$ cat config.mk
export PLATFORM = sky130hd
export DESIGN_NAME = xor_checked_frame_validator
export DESIGN_NICKNAME = d
export VERILOG_FILES = /design/src/rtl/core/xcfv_pkg.sv /design/src/rtl/core/xor_checked_frame_validator.sv
export SDC_FILE = /design/constraint.sdc
export NUM_CORES = 1
export LEC_CHECK = 0
export BUFFER_PORTS_ARGS = -buffer_cell sky130_fd_sc_hd__buf_2
export CAP_MARGIN = 20
export CELL_PAD_IN_SITES_DETAIL_PLACEMENT = 0
export CELL_PAD_IN_SITES_GLOBAL_PLACEMENT = 1
export CORE_ASPECT_RATIO = 1.75
export CORE_UTILIZATION = 44
export CTS_BUF_LIST = sky130_fd_sc_hd__clkbuf_8 sky130_fd_sc_hd__clkbuf_16
export CTS_CLUSTER_DIAMETER = 200
export DETAILED_ROUTE_END_ITERATION = 10
export PLACE_DENSITY = 0.95
export SLEW_MARGIN = 20
export SYNTH_ARGS = -nofsm -noshare
export SYNTH_HDL_FRONTEND = slang
export SYNTH_SLANG_ARGS = --single-unit
$ cat constraint.sdc
create_clock -name clk -period 10.5 [get_ports clk]
set_input_delay 0.525 -clock clk [delete_from_list [all_inputs] [get_ports clk]]
set_output_delay 0.525 -clock clk [all_outputs]
set_load 0.02 [all_outputs]
$ cat src/rtl/core/xcfv_pkg.sv
`timescale 1ns / 1ps
// ----------------------------------------------------------------------------
// xcfv_pkg
// Types and constants shared by the XOR-checked frame validator.
// ----------------------------------------------------------------------------
package xcfv_pkg;

  localparam int unsigned BYTE_W    = 8;
  localparam int unsigned VERDICT_W = 2;
  localparam int unsigned APB_AW    = 4;
  localparam int unsigned APB_DW    = 32;
  localparam int unsigned OUT_DW    = 16;

  typedef logic [BYTE_W-1:0]    byte_t;
  typedef logic [VERDICT_W-1:0] verdict_t;

  // Reset values of the header registers.
  localparam byte_t HEADER_FIRST_RST  = 8'hEA;
  localparam byte_t HEADER_SECOND_RST = 8'hEB;
  localparam byte_t HEADER_THIRD_RST  = 8'hEF;

  localparam byte_t PAYLOAD_SEED = 8'h11;
  localparam byte_t MIN_LENGTH   = 8'd7;

  // Byte positions with fixed meaning.
  localparam byte_t POS_HDR_FIRST  = 8'd0;
  localparam byte_t POS_HDR_SECOND = 8'd1;
  localparam byte_t POS_HDR_THIRD  = 8'd2;
  localparam byte_t POS_LENGTH     = 8'd3;
  localparam byte_t POS_PAYLOAD    = 8'd4;

  // Verdict codes.
  localparam verdict_t V_VALID      = 2'd0;
  localparam verdict_t V_BAD_HEADER = 2'd1;
  localparam verdict_t V_CHECK_BAD  = 2'd2;
  localparam verdict_t V_SHORT      = 2'd3;

  // Register indexes (word address bits [3:2]).
  localparam logic [1:0] REG_HEADER_FIRST  = 2'd0;
  localparam logic [1:0] REG_HEADER_SECOND = 2'd1;
  localparam logic [1:0] REG_HEADER_THIRD  = 2'd2;

endpackage

$ cat src/rtl/core/xor_checked_frame_validator.sv
`timescale 1ns / 1ps
// ----------------------------------------------------------------------------
// xor_checked_frame_validator
// Checks header, length and two XOR check bytes of byte-serial frames.
// ----------------------------------------------------------------------------
// The block takes one word per cycle unless the input stalls, and gives one
// verdict per frame in the cycle after the byte that decides it: the failing
// header byte, the length byte when the length is below seven, or the last
// check byte. All the work for a byte is an XOR and a compare between the
// frame state registers and a single result register. The output register
// takes a new verdict in the same cycle as the sink takes the waiting one, and
// the input stalls only while the sink holds off a pending verdict.
// A word with the start flag abandons any frame underway without a verdict.
module xor_checked_frame_validator
  import xcfv_pkg::*;
(
  input  logic                clk,
  input  logic                rst,
  // Input stream.
  input  logic                s_tvalid,
  output logic                s_tready,
  input  logic [7:0]          s_tdata,   // [7:0] byte_value
  input  logic                s_tuser,   // [0] frame_start
  // Verdict stream.
  output logic                m_tvalid,
  input  logic                m_tready,
  output logic [OUT_DW-1:0]   m_tdata,   // [1:0] verdict, [9:2] frame_length
  // Register port.
  input  logic                psel,
  input  logic                penable,
  input  logic                pwrite,
  input  logic [APB_AW-1:0]   paddr,
  input  logic [APB_DW-1:0]   pwdata,
  output logic [APB_DW-1:0]   prdata,
  output logic                pready
);

  byte_t header_first, header_second, header_third;

  logic  active, active_next;
  byte_t position, position_next;
  byte_t length_seen, length_seen_next;
  byte_t xor_whole, xor_whole_next;
  byte_t xor_payload, xor_payload_next;
  logic  first_check_failed, first_check_failed_next;

  logic     out_valid;
  verdict_t out_verdict, out_verdict_next;
  byte_t    out_length, out_length_next;
  logic     emit;

  logic  fire;
  logic  cfg_write;
  byte_t cur_pos, cur_len, cur_xw, cur_xp, want;
  logic  cur_fcf, cur_active;

  // --------------------------------------------------------------------------
  // Register port
  // --------------------------------------------------------------------------
  assign pready    = 1'b1;
  assign cfg_write = psel & penable & pwrite & pready;

  always_ff @(posedge clk) begin
    if (rst) begin
      header_first  <= HEADER_FIRST_RST;
      header_second <= HEADER_SECOND_RST;
      header_third  <= HEADER_THIRD_RST;
    end else if (cfg_write) begin
      unique case (paddr[3:2])
        REG_HEADER_FIRST:  header_first  <= pwdata[7:0];
        REG_HEADER_SECOND: header_second <= pwdata[7:0];
        REG_HEADER_THIRD:  header_third  <= pwdata[7:0];
        default: ;
      endcase
    end
  end

  always_comb begin
    unique case (paddr[3:2])
      REG_HEADER_FIRST:  prdata = {{(APB_DW-BYTE_W){1'b0}}, header_first};
      REG_HEADER_SECOND: prdata = {{(APB_DW-BYTE_W){1'b0}}, header_second};
      REG_HEADER_THIRD:  prdata = {{(APB_DW-BYTE_W){1'b0}}, header_third};
      default:           prdata = '0;
    endcase
  end

  // --------------------------------------------------------------------------
  // Frame tracking
  // --------------------------------------------------------------------------
  assign s_tready = ~out_valid | m_tready;
  assign fire     = s_tvalid & s_tready;

  // A start word sees a freshly cleared frame state.
  always_comb begin
    cur_active = active | s_tuser;
    cur_pos    = s_tuser ? '0 : position;
    cur_len    = s_tuser ? '0 : length_seen;
    cur_xw     = s_tuser ? '0 : xor_whole;
    cur_xp     = s_tuser ? '0 : xor_payload;
    cur_fcf    = s_tuser ? 1'b0 : first_check_failed;
  end

  always_comb begin
    unique case (cur_pos[1:0])
      2'd0:    want = header_first;
      2'd1:    want = header_second;
      default: want = header_third;
    endcase
  end

  always_comb begin
    active_next             = active;
    position_next           = position;
    length_seen_next        = length_seen;
    xor_whole_next          = xor_whole;
    xor_payload_next        = xor_payload;
    first_check_failed_next = first_check_failed;
    emit                    = 1'b0;
    out_verdict_next        = out_verdict;
    out_length_next         = out_length;

    if (fire && cur_active) begin
      active_next             = 1'b1;
      position_next           = cur_pos + 8'd1;
      length_seen_next        = cur_len;
      xor_whole_next          = cur_xw;
      xor_payload_next        = cur_xp;
      first_check_failed_next = cur_fcf;

      if (cur_pos < POS_LENGTH) begin
        if (s_tdata != want) begin
          emit             = 1'b1;
          out_verdict_next = V_BAD_HEADER;
          out_length_next  = '0;
        end else begin
          xor_whole_next = cur_xw ^ s_tdata;
        end
      end else if (cur_pos == POS_LENGTH) begin
        length_seen_next = s_tdata;
        if (s_tdata < MIN_LENGTH) begin
          emit             = 1'b1;
          out_verdict_next = V_SHORT;
          out_length_next  = s_tdata;
        end else begin
          xor_whole_next = cur_xw ^ s_tdata;
        end
      end else if (cur_pos == POS_PAYLOAD) begin
        xor_whole_next   = cur_xw ^ s_tdata;
        xor_payload_next = s_tdata ^ PAYLOAD_SEED;
      end else if (cur_pos < cur_len - 8'd2) begin
        xor_whole_next   = cur_xw ^ s_tdata;
        xor_payload_next = cur_xp ^ s_tdata;
      end else if (cur_pos == cur_len - 8'd2) begin
        first_check_failed_next = (s_tdata != cur_xw);
      end else begin
        emit             = 1'b1;
        out_verdict_next = (cur_fcf || (s_tdata != cur_xp)) ? V_CHECK_BAD : V_VALID;
        out_length_next  = cur_len;
      end

      // The position is left alone on a verdict, as the frame is over.
      if (emit) begin
        active_next   = 1'b0;
        position_next = cur_pos;
      end
    end
  end

  always_ff @(posedge clk) begin
    if (rst) begin
      active             <= 1'b0;
      position           <= '0;
      length_seen        <= '0;
      xor_whole          <= '0;
      xor_payload        <= '0;
      first_check_failed <= 1'b0;
      out_valid          <= 1'b0;
    end else begin
      active             <= active_next;
      position           <= position_next;
      length_seen        <= length_seen_next;
      xor_whole          <= xor_whole_next;
      xor_payload        <= xor_payload_next;
      first_check_failed <= first_check_failed_next;
      if (emit) begin
        out_valid <= 1'b1;
      end else if (m_tready) begin
        out_valid <= 1'b0;
      end
    end
  end

  always_ff @(posedge clk) begin
    if (emit) begin
      out_verdict <= out_verdict_next;
      out_length  <= out_length_next;
    end
  end

  assign m_tvalid = out_valid;
  assign m_tdata  = {{(OUT_DW-BYTE_W-VERDICT_W){1'b0}}, out_length, out_verdict};

  // --------------------------------------------------------------------------
  // Assertions
  // --------------------------------------------------------------------------
  a_bad_header_no_length: assert property (@(posedge clk) disable iff (rst)
    (out_valid && out_verdict == V_BAD_HEADER) |-> (out_length == '0))
    else $error("bad header verdict carries a non-zero length");

  a_short_length: assert property (@(posedge clk) disable iff (rst)
    (out_valid && out_verdict == V_SHORT) |-> (out_length < MIN_LENGTH))
    else $error("short length verdict with a length of seven or more");

  a_full_frame_length: assert property (@(posedge clk) disable iff (rst)
    (out_valid && (out_verdict == V_VALID || out_verdict == V_CHECK_BAD))
      |-> (out_length >= MIN_LENGTH))
    else $error("check verdict for a frame shorter than seven");

  a_payload_length_known: assert property (@(posedge clk) disable iff (rst)
    (active && position > POS_LENGTH) |-> (length_seen >= MIN_LENGTH))
    else $error("frame past its length byte with a short length");

  a_start_takes_effect: assert property (@(posedge clk) disable iff (rst)
    (fire && s_tuser) |=> (active || out_valid))
    else $error("start word left the block idle without a verdict");

endmodule

## Word level (Yosys, flattened, before mapping)

Cells that the tools add are included.

- Eq/ne operators: 14
- Bitwise operators: 9
- Multiplexer cells: 52
- Add/sub/neg operators: 2
- Reduce and logical (&&, ||, !) cells: 9
- Magnitude comparators: 3

Operators by type and width:

| operator | number |
|---|---|
| 8-bit 2-to-1 mux | 24 |
| 8-bit inequality test | 3 |
| 8-bit case mux with 3 select lines | 1 |
| 1-bit 2-to-1 mux | 18 |
| 2-bit 2-to-1 mux | 8 |
| 8-bit case mux with 2 select lines | 1 |
| 8-bit XOR | 2 |
| 3-bit inequality test (second input constant) | 3 |
| 8-bit by 1-bit adder with 8-bit output (second input constant) | 1 |
| 8-bit by 2-bit == test with 1-bit output (second input constant) | 1 |
| 8-bit by 3-bit == test with 1-bit output (second input constant) | 1 |
| 8-bit == test | 1 |
| 8-bit by 2-bit < comparator with 1-bit output (second input constant) | 1 |
| 8-bit by 3-bit < comparator with 1-bit output (second input constant) | 1 |
| 8-bit < comparator | 1 |
| 8-bit by 2-bit subtractor with 8-bit output (second input constant) | 1 |
| 7-bit AND reduction | 1 |
| 2-bit AND reduction | 3 |
| 2-bit by 1-bit == test with 1-bit output (second input constant) | 2 |
| 2-bit logical NOT | 2 |
| 1-bit bitwise AND | 3 |
| 3-bit by 2-bit inequality test with 1-bit output (second input constant) | 1 |
| 2-bit == test (second input constant) | 1 |
| 2-bit by 1-bit inequality test with 1-bit output (second input constant) | 1 |
| 6 further kinds | 7 |

- Output and inout bits: 51
- Register bits after elaboration: 69
- Word-level logic and storage cells: 101

## Depth between registers and ports, before layout

Gate-level depths: netlist of the first run.

- Word-level depth: 11
- Mapped depth: 18
- Depth with buffers taken out: 14

## Least setup slack after synthesis of the first run

No wires, ideal clock.

- Path type: input -> register
- Start: input s_tuser
- End: register out_length[0] (enable)
- Stages: 18
- Setup time: 0.334 ns
- Arrival time: 3.883 ns
- Path slack: 6.283 ns
- Required time: 10.166 ns
- Cell sequence: dlymetal6s2s_1 -> clkbuf_1 -> clkinv_1 -> clkbuf_1 -> buf_1 -> nand2_1 -> ha_1 -> o21ai_0 -> o21ai_0 -> a21oi_1 -> ha_1 -> a21oi_1 -> o21ai_0 -> o31ai_4 -> a21oi_1 -> buf_2 -> nand2_1 -> inv_1

- Cells in the longest elaborated chain, start to end: 11
- Elaborated cells on any way between the ends: 28
- Classes of those cells: add/sub: 1; order compare: 2; eq/ne: 10; mux: 11; bitwise: 1; reduce/logical: 3

RTL lines:

| what | line | text |
|---|---|---|
| from (decl) | xor_checked_frame_validator.sv:23 | `input logic s_tuser,` |
| branches (longest 10 deep; another with 8-bit by 2-bit subtractor with 8-bit output) | - |  |
| 7-bit AND reduction (no line) * | - |  |
| to (signal assigned) | xor_checked_frame_validator.sv:196 | `out_length <= out_length_next;` |
| to (decl) | xor_checked_frame_validator.sv:49 | `byte_t out_length, out_length_next;` |

Mark *: on every way between the ends. The select of a mux whose other input is x is not followed.
A chain may end at the register's enable or synchronous reset.

## Worst setup path in the final report of the first run

- Start: input s_tuser
- End: register out_verdict[1] (enable)

- Cells in the longest elaborated chain, start to end: 11
- Elaborated cells on any way between the ends: 28
- Classes of those cells: add/sub: 1; order compare: 2; eq/ne: 10; mux: 11; bitwise: 1; reduce/logical: 3

RTL lines:

| what | line | text |
|---|---|---|
| branches (longest 10 deep; another with 8-bit by 2-bit subtractor with 8-bit output) | - |  |
| 7-bit AND reduction (no line) * | - |  |
| to (signal assigned) | xor_checked_frame_validator.sv:195 | `out_verdict <= out_verdict_next;` |
| to (decl) | xor_checked_frame_validator.sv:48 | `verdict_t out_verdict, out_verdict_next;` |

Marked as above.

==> flow_summary.toml, run 1 <==
[run_status]
status = "finished clean"

[clock_tree]
clock_path_buffers = 2
clock_tree.root_cell = "clkbuf_16"
post_cts_buffers = 0
ctsResizeCount = 0
h-tree-depth = 3
cts_sinks = 69
cts_tree = "yes"
clk_pin_slew_worst_paths_ns = 0.05
worstSkewPairLatency_ns = 0.34
ctsHoldBuffers = 0
cts_buffers = 9

[die]
num_rows = 51
io_pins = 103
die_w_um = 82.4
core_um2 = 11000
chipHeight_um = 143
start_util_pct = 45.1
die_area_um2 = 11700

[timing]
slew_viol_final = 0
setup_viol = 0
skew_ns = 0.00524
worstMarginPinSlew_ns = 0.921
slew_headroom_pct = 38.6
fin_crit_ns = 5.62
rsz0062_at_grt = "no"
hold_ws_ns = 0.421
max_freq_ghz = 0.178
hold_viol = 0
fin_crit_sh_pct = 53.5
finalSetupTns_ns = 0

[logic_synthesis]
ys_seq_area_share_pct = 29.8
synth-edff-count = 10
synth_ff_type = "dfxtp_1"
netlist_instances = 629
netlist_area_um2 = 4970
syn_avg_cell_area_um2 = 7.91
ys_ff_latch = 69
synth_cell_type_count = 69
ys_async_sr_fraction_pct = 0
ys.warnings.count = 0

[finish]
antenna_cells = 0
drive_gt1_share_pct = 13.2
fin_nets = 704
syn_to_final_growth_pct = 7.75

[setup_path]
crit_start = "s_tuser"
r2r_slack_ns = 6.39
rr_startpoint = "length_seen[1]"
path_max_fanout = 67
r2r_cells = 11
timing.rr.end = "out_verdict[1]"
cp-endpoint = "out_verdict[1]"
critPathRequiredTime_ns = 10.50
worstSetupPathType = "in -> reg"
worstPathArrival_ns = 5.62
cp-end-kind = "register"
cp-start-kind = "input port"

[global_route]
grt_pass1_vias = 4406
antenna_found_initial = 0
grt_use_total_pct = 24.1
grt_max_degree = 68
grt_pass1_wl_mm = 21.5
grt_overflow = 0

[route]
routed_wirelength_mm = 13.3
vias_per_cell = 6.19
drt_iter0_drc = 350
via_count = 4808
post_drt_wl_per_cell_um = 17.2
postRouteAntennaNets = 0
drc = 0
firstDrtPassIters = 5

[hold_path]
hold_depth = 2
worstHoldStart = "pwdata[5]"
min_path_type = "in -> reg"

[placement]
io_buffers = 45
hpwl_mm = 9.15
gp_congestion = 0.815

[flow_run]
max_cap_viol_count = 0

[power]
ir_worst_vdd_mv = 0.0970
p_leak_nw = 1.99
powerDensity_nw_per_um2 = 121
## sequential cells by signal (all words and copies together), names as in the netlist
register and count:
active 1, first_check_failed 1, header_first 8, header_second 8, header_third 8, length_seen 8
m_tvalid 1, out_length 8, out_verdict 2, position 8, xor_payload 8, xor_whole 8
## report_power, final
group / switching, mW / internal [mW]
registers: 0.00326 / 0.272
logic: 0.0559 / 0.0217
clock network: 0.114 / 0.180
total: 0.173 / 0.474
## layer usage
metal / vias to the layer above / wire, µm / global-route usage [%]
li1: 2281 / - / -
met1: 2292 / 5210 / 27.6
met2: 188 / 6870 / 40.7
met3: 47 / 682 / 3.71
met4: 0 / 563 / 14.8
met5: - / 0 / 0
## cell families (layout without fill, tap and decap cells)
group / after synthesis / count (layout) / synth area share (%)
multiplexers: 13 / 13 / 2.64
flip-flops: 69 / 69 / 29.8
adder cells (fa/ha/maj): 12 / 12 / 3.02
buffers and inverters: 95 / 82 / 10.1
AO/OA/AOI/OAI: 193 / 193 / 26.6
other: 2 / 31 / 0.151
XOR/XNOR: 12 / 12 / 2.11
AND/OR/NAND/NOR: 233 / 233 / 25.5
## synth_stat cells (4+ instances only)
| master | instances | area share [%] |
|---|---|---|
| nand2b_1 | 5 | 0.63 |
| nor2_1 | 49 | 3.7 |
| nor3_1 | 9 | 0.91 |
| o21ai_0 | 36 | 3.6 |
| a31oi_1 | 9 | 1.1 |
| o211ai_1 | 15 | 2.3 |
| nor2b_1 | 26 | 3.3 |
| a22oi_1 | 19 | 2.9 |
| clkbuf_1 | 35 | 2.6 |
| nand2_1 | 51 | 3.8 |
| nor3b_1 | 10 | 1.5 |
| o32ai_1 | 5 | 0.88 |
| buf_1 | 6 | 0.45 |
| nand3_1 | 23 | 2.3 |
| edfxtp_1 | 10 | 6.0 |
| ha_1 | 12 | 3.0 |
| buf_2 | 5 | 0.50 |
| buf_4 | 32 | 4.8 |
| xnor2_1 | 11 | 1.9 |
| inv_1 | 12 | 0.91 |
| mux2i_1 | 12 | 2.4 |
| a211o_1 | 14 | 2.5 |
| a211o_2 | 7 | 1.4 |
| nor4_2 | 5 | 1.3 |
| nand4_1 | 14 | 1.8 |
| dfxtp_1 | 59 | 24 |
| nand3b_1 | 19 | 2.9 |
| a21oi_1 | 50 | 5.0 |
| and3_1 | 4 | 0.50 |
| a21o_1 | 8 | 1.2 |
## worst min path at each step
stage,slack (ns),endpoint
after global placement,0.46,header_second[2]
after detailed placement,0.47,header_second[2]
after CTS,0.42,header_third[6]
after global routing,0.42,header_third[1]
after floorplan,0.45,header_second[2]
final,0.42,header_first[5]
## worst max-delay path, cell delays in order
cell and delay (ns):
buf_2 0.08, buf_4 0.53, clkinv_1 0.87, nand2_1 0.36, ha_1 0.34, o21ai_0 0.13
o21ai_0 0.09, a21oi_1 0.09, ha_1 0.30, a21oi_1 0.07, o21ai_0 0.65, o31ai_4 0.23
a21oi_1 0.77, nand2_1 0.23, inv_1 0.34
## placed cells by master, fill, tap and decap left out, drive strengths merged, types with 11 or more instances in the layout
cell type	count
nand3b	19
o211ai	15
a211o	21
inv	16
nor2b	26
nand2	51
mux2i	12
o21ai	37
nand4	14
xnor2	11
buf	51
dfxtp	59
a22oi	19
a21oi	51
nand3	23
conb	31
ha	12
nor2	49
## through the flow
stage / util, % / instance area [µm²] / power [mW] / setup slack [ns] / cells
floorplan: - / 5080 / 0.345 / 6.28 / 658
global placement: 46.0 / 5070 / 0.355 / 4.71 / 761
detailed placement: 46.0 / 5070 / 0.357 / 4.58 / 761
CTS: 48.5 / 5360 / 0.649 / 4.92 / 777
global route: 48.5 / 5360 / 0.669 / 4.42 / 777
finish: 48.5 / 5360 / 0.647 / 4.88 / 777
## cell type report
| class | instances | area, µm² |
|---|---|---|
| fill | 1090 | 5680 |
| clock buffer | 9 | 225 |
| multi-input combinational | 494 | 3100 |
| tap | 132 | 165 |
| inverter | 15 | 61.3 |
| sequential | 69 | 1480 |
| clock inverter | 7 | 58.8 |
| timing repair buffer | 51 | 270 |
No activity file was read; power rests on OpenSTA's default activity.
==> run 2: changes to the inputs <==
--- a/config.mk
+++ b/config.mk
@@ -10,11 +10,11 @@
 export CELL_PAD_IN_SITES_DETAIL_PLACEMENT = 0
 export CELL_PAD_IN_SITES_GLOBAL_PLACEMENT = 1
 export CORE_ASPECT_RATIO = 1.75
-export CORE_UTILIZATION = 44
+export CORE_UTILIZATION = 37
 export CTS_BUF_LIST = sky130_fd_sc_hd__clkbuf_8 sky130_fd_sc_hd__clkbuf_16
 export CTS_CLUSTER_DIAMETER = 200
 export DETAILED_ROUTE_END_ITERATION = 10
-export PLACE_DENSITY = 0.95
+export PLACE_DENSITY = 0.87
 export SLEW_MARGIN = 20
 export SYNTH_ARGS = -nofsm -noshare
 export SYNTH_HDL_FRONTEND = slang
==> constraint.sdc (replaced) <==
create_clock -name clk -period 4.93 [get_ports clk]
set_input_delay 0.2465 -clock clk [delete_from_list [all_inputs] [get_ports clk]]
set_output_delay 0.2465 -clock clk [all_outputs]
set_load 0.02 [all_outputs]
==> run 2 against run 1 <==
Compared with the run above:
- register-to-register slack worse by 5.6 ns
- die area up 19%
- clock power rose to 2.5 times the previous value
- largest power group unchanged
==> flow_summary.toml, run 2 (synthesis results as in run 1) <==
[placement]
place_ws_ns = 0.544
io_buffers = 45
gp_congestion = 0.838
hpwl_mm = 9.62

[timing]
hold_viol = 0
skew_ns = 0.00799
fin_crit_ns = 4.19
fin_crit_sh_pct = 85.0
fin_ws_ns = 0.742
finalSetupTns_ns = 0
worstMarginPinSlew_ns = 1.10
max_freq_ghz = 0.239
setup_viol = 0
slew_viol_final = 0
rsz0062_at_grt = "no"
slew_headroom_pct = 26.3

[clock_tree]
ctsResizeCount = 0
cts_buffers = 9
worstSkewPairLatency_ns = 0.35
clock_tree.root_cell = "clkbuf_16"
cts_sinks = 69
cts_tree = "yes"
ctsHoldBuffers = 0
clock_path_buffers = 2
h-tree-depth = 3
clk_pin_slew_worst_paths_ns = 0.06
post_cts_buffers = 0

[route]
postRouteAntennaNets = 0
drc = 0
routed_wirelength_mm = 13.7
via_count = 4796
firstDrtPassIters = 5
vias_per_cell = 5.86
drt_iter0_drc = 251
post_drt_wl_per_cell_um = 16.8

[finish]
antenna_cells = 0
fin_nets = 706
syn_to_final_growth_pct = 10.3
layout_commonest_cell = "dfxtp_1"
drive_gt1_share_pct = 13.9
final_cell_mix = "dfxtp_1, nand2_1, a21oi_1, nor2_1, buf_2"

[global_route]
grt_max_degree = 67
grt_use_total_pct = 20.8
grt_pass1_vias = 4579
grt_overflow = 0
antenna_found_initial = 0
grt_pass1_wl_mm = 22.3

[power]
p_leak_nw = 2.03
ir_worst_vdd_mv = 0.223
powerDensity_nw_per_um2 = 274
fin_total_pwr_mw = 1.50

[run_status]
status = "finished clean"

[die]
core_um2 = 13000
chipHeight_um = 155
die_w_um = 89.6
die_area_um2 = 13900
start_util_pct = 38.2
io_pins = 103
num_rows = 55

[hold_path]
hold_depth = 2
min_path_type = "in -> reg"

[setup_path]
path_max_fanout = 12
worstSetupPathType = "reg -> reg"
worstPathArrival_ns = 4.20
r2r_cells = 12
critPathRequiredTime_ns = 4.95
cp-end-kind = "register"
cp-start-kind = "register"

[flow_run]
max_cap_viol_count = 0
-- run 2: changes by cell type in the layout (fill, tap and decap cells not counted), sizes merged --
cell	change
inv	-1
clkinv	-1
bufinv	+2
buf	+2
-- run 2: metrics by stage --
stage | instances | area [µm²] | utilization (%) | hold WS, ns
finish | 818 | 5480 | 42.2 | 0.134
global route | 818 | 5480 | 42.2 | 0.149
CTS | 818 | 5480 | 42.2 | 0.132
detailed placement | 802 | 5140 | 39.5 | 0.465
global placement | 802 | 5140 | 39.5 | 0.461
floorplan | 658 | 5080 | - | 0.364
-- run 2: where the power goes --
group          internal, mW  switching [mW]
Combinational        0.0468           0.120
Clock                 0.492           0.256
Sequential            0.579         0.00693
-- run 2: cell type report --
type                            count  area (µm²)
Sequential cell                    69        1480
Multi-Input combinational cell    494        3100
Inverter                           15        61.3
Clock inverter                      7         115
Fill cell                        1338        7520
Tap cell                          171         214
Clock buffer                        9         225
Timing Repair Buffer               53         285
-- run 2: metal layers --
metal | wire, µm | vias up | GRT usage (%)
met5 | 0 | - | 0
met4 | 626 | 0 | 13.1
met3 | 547 | 40 | 3.02
met2 | 7140 | 181 | 36.0
met1 | 5420 | 2300 | 23.1
li1 | - | 2275 | -
-- run 2: path summary, 6_finish.rpt --
kind,from,endpoint,slack [ns]
setup / recovery,length_seen[1],out_length[3],0.74
hold / removal,pwdata[3],header_third[3],0.13
setup reg to reg,length_seen[1],out_length[3],0.74
hold reg to reg,first_check_failed,first_check_failed,0.47
-- run 2: worst max-delay path: stages, from the launching register on --
cell and delay (ns):
dfxtp_1 0.33, or3_1 0.43, nor3_1 0.19, xor2_1 0.17
nor2_1 0.06, ha_1 0.33, nand2_1 0.05, o21ai_0 0.67
o31ai_4 0.07, buf_4 0.21, a21oi_1 0.76, nand2_1 0.23
inv_1 0.34
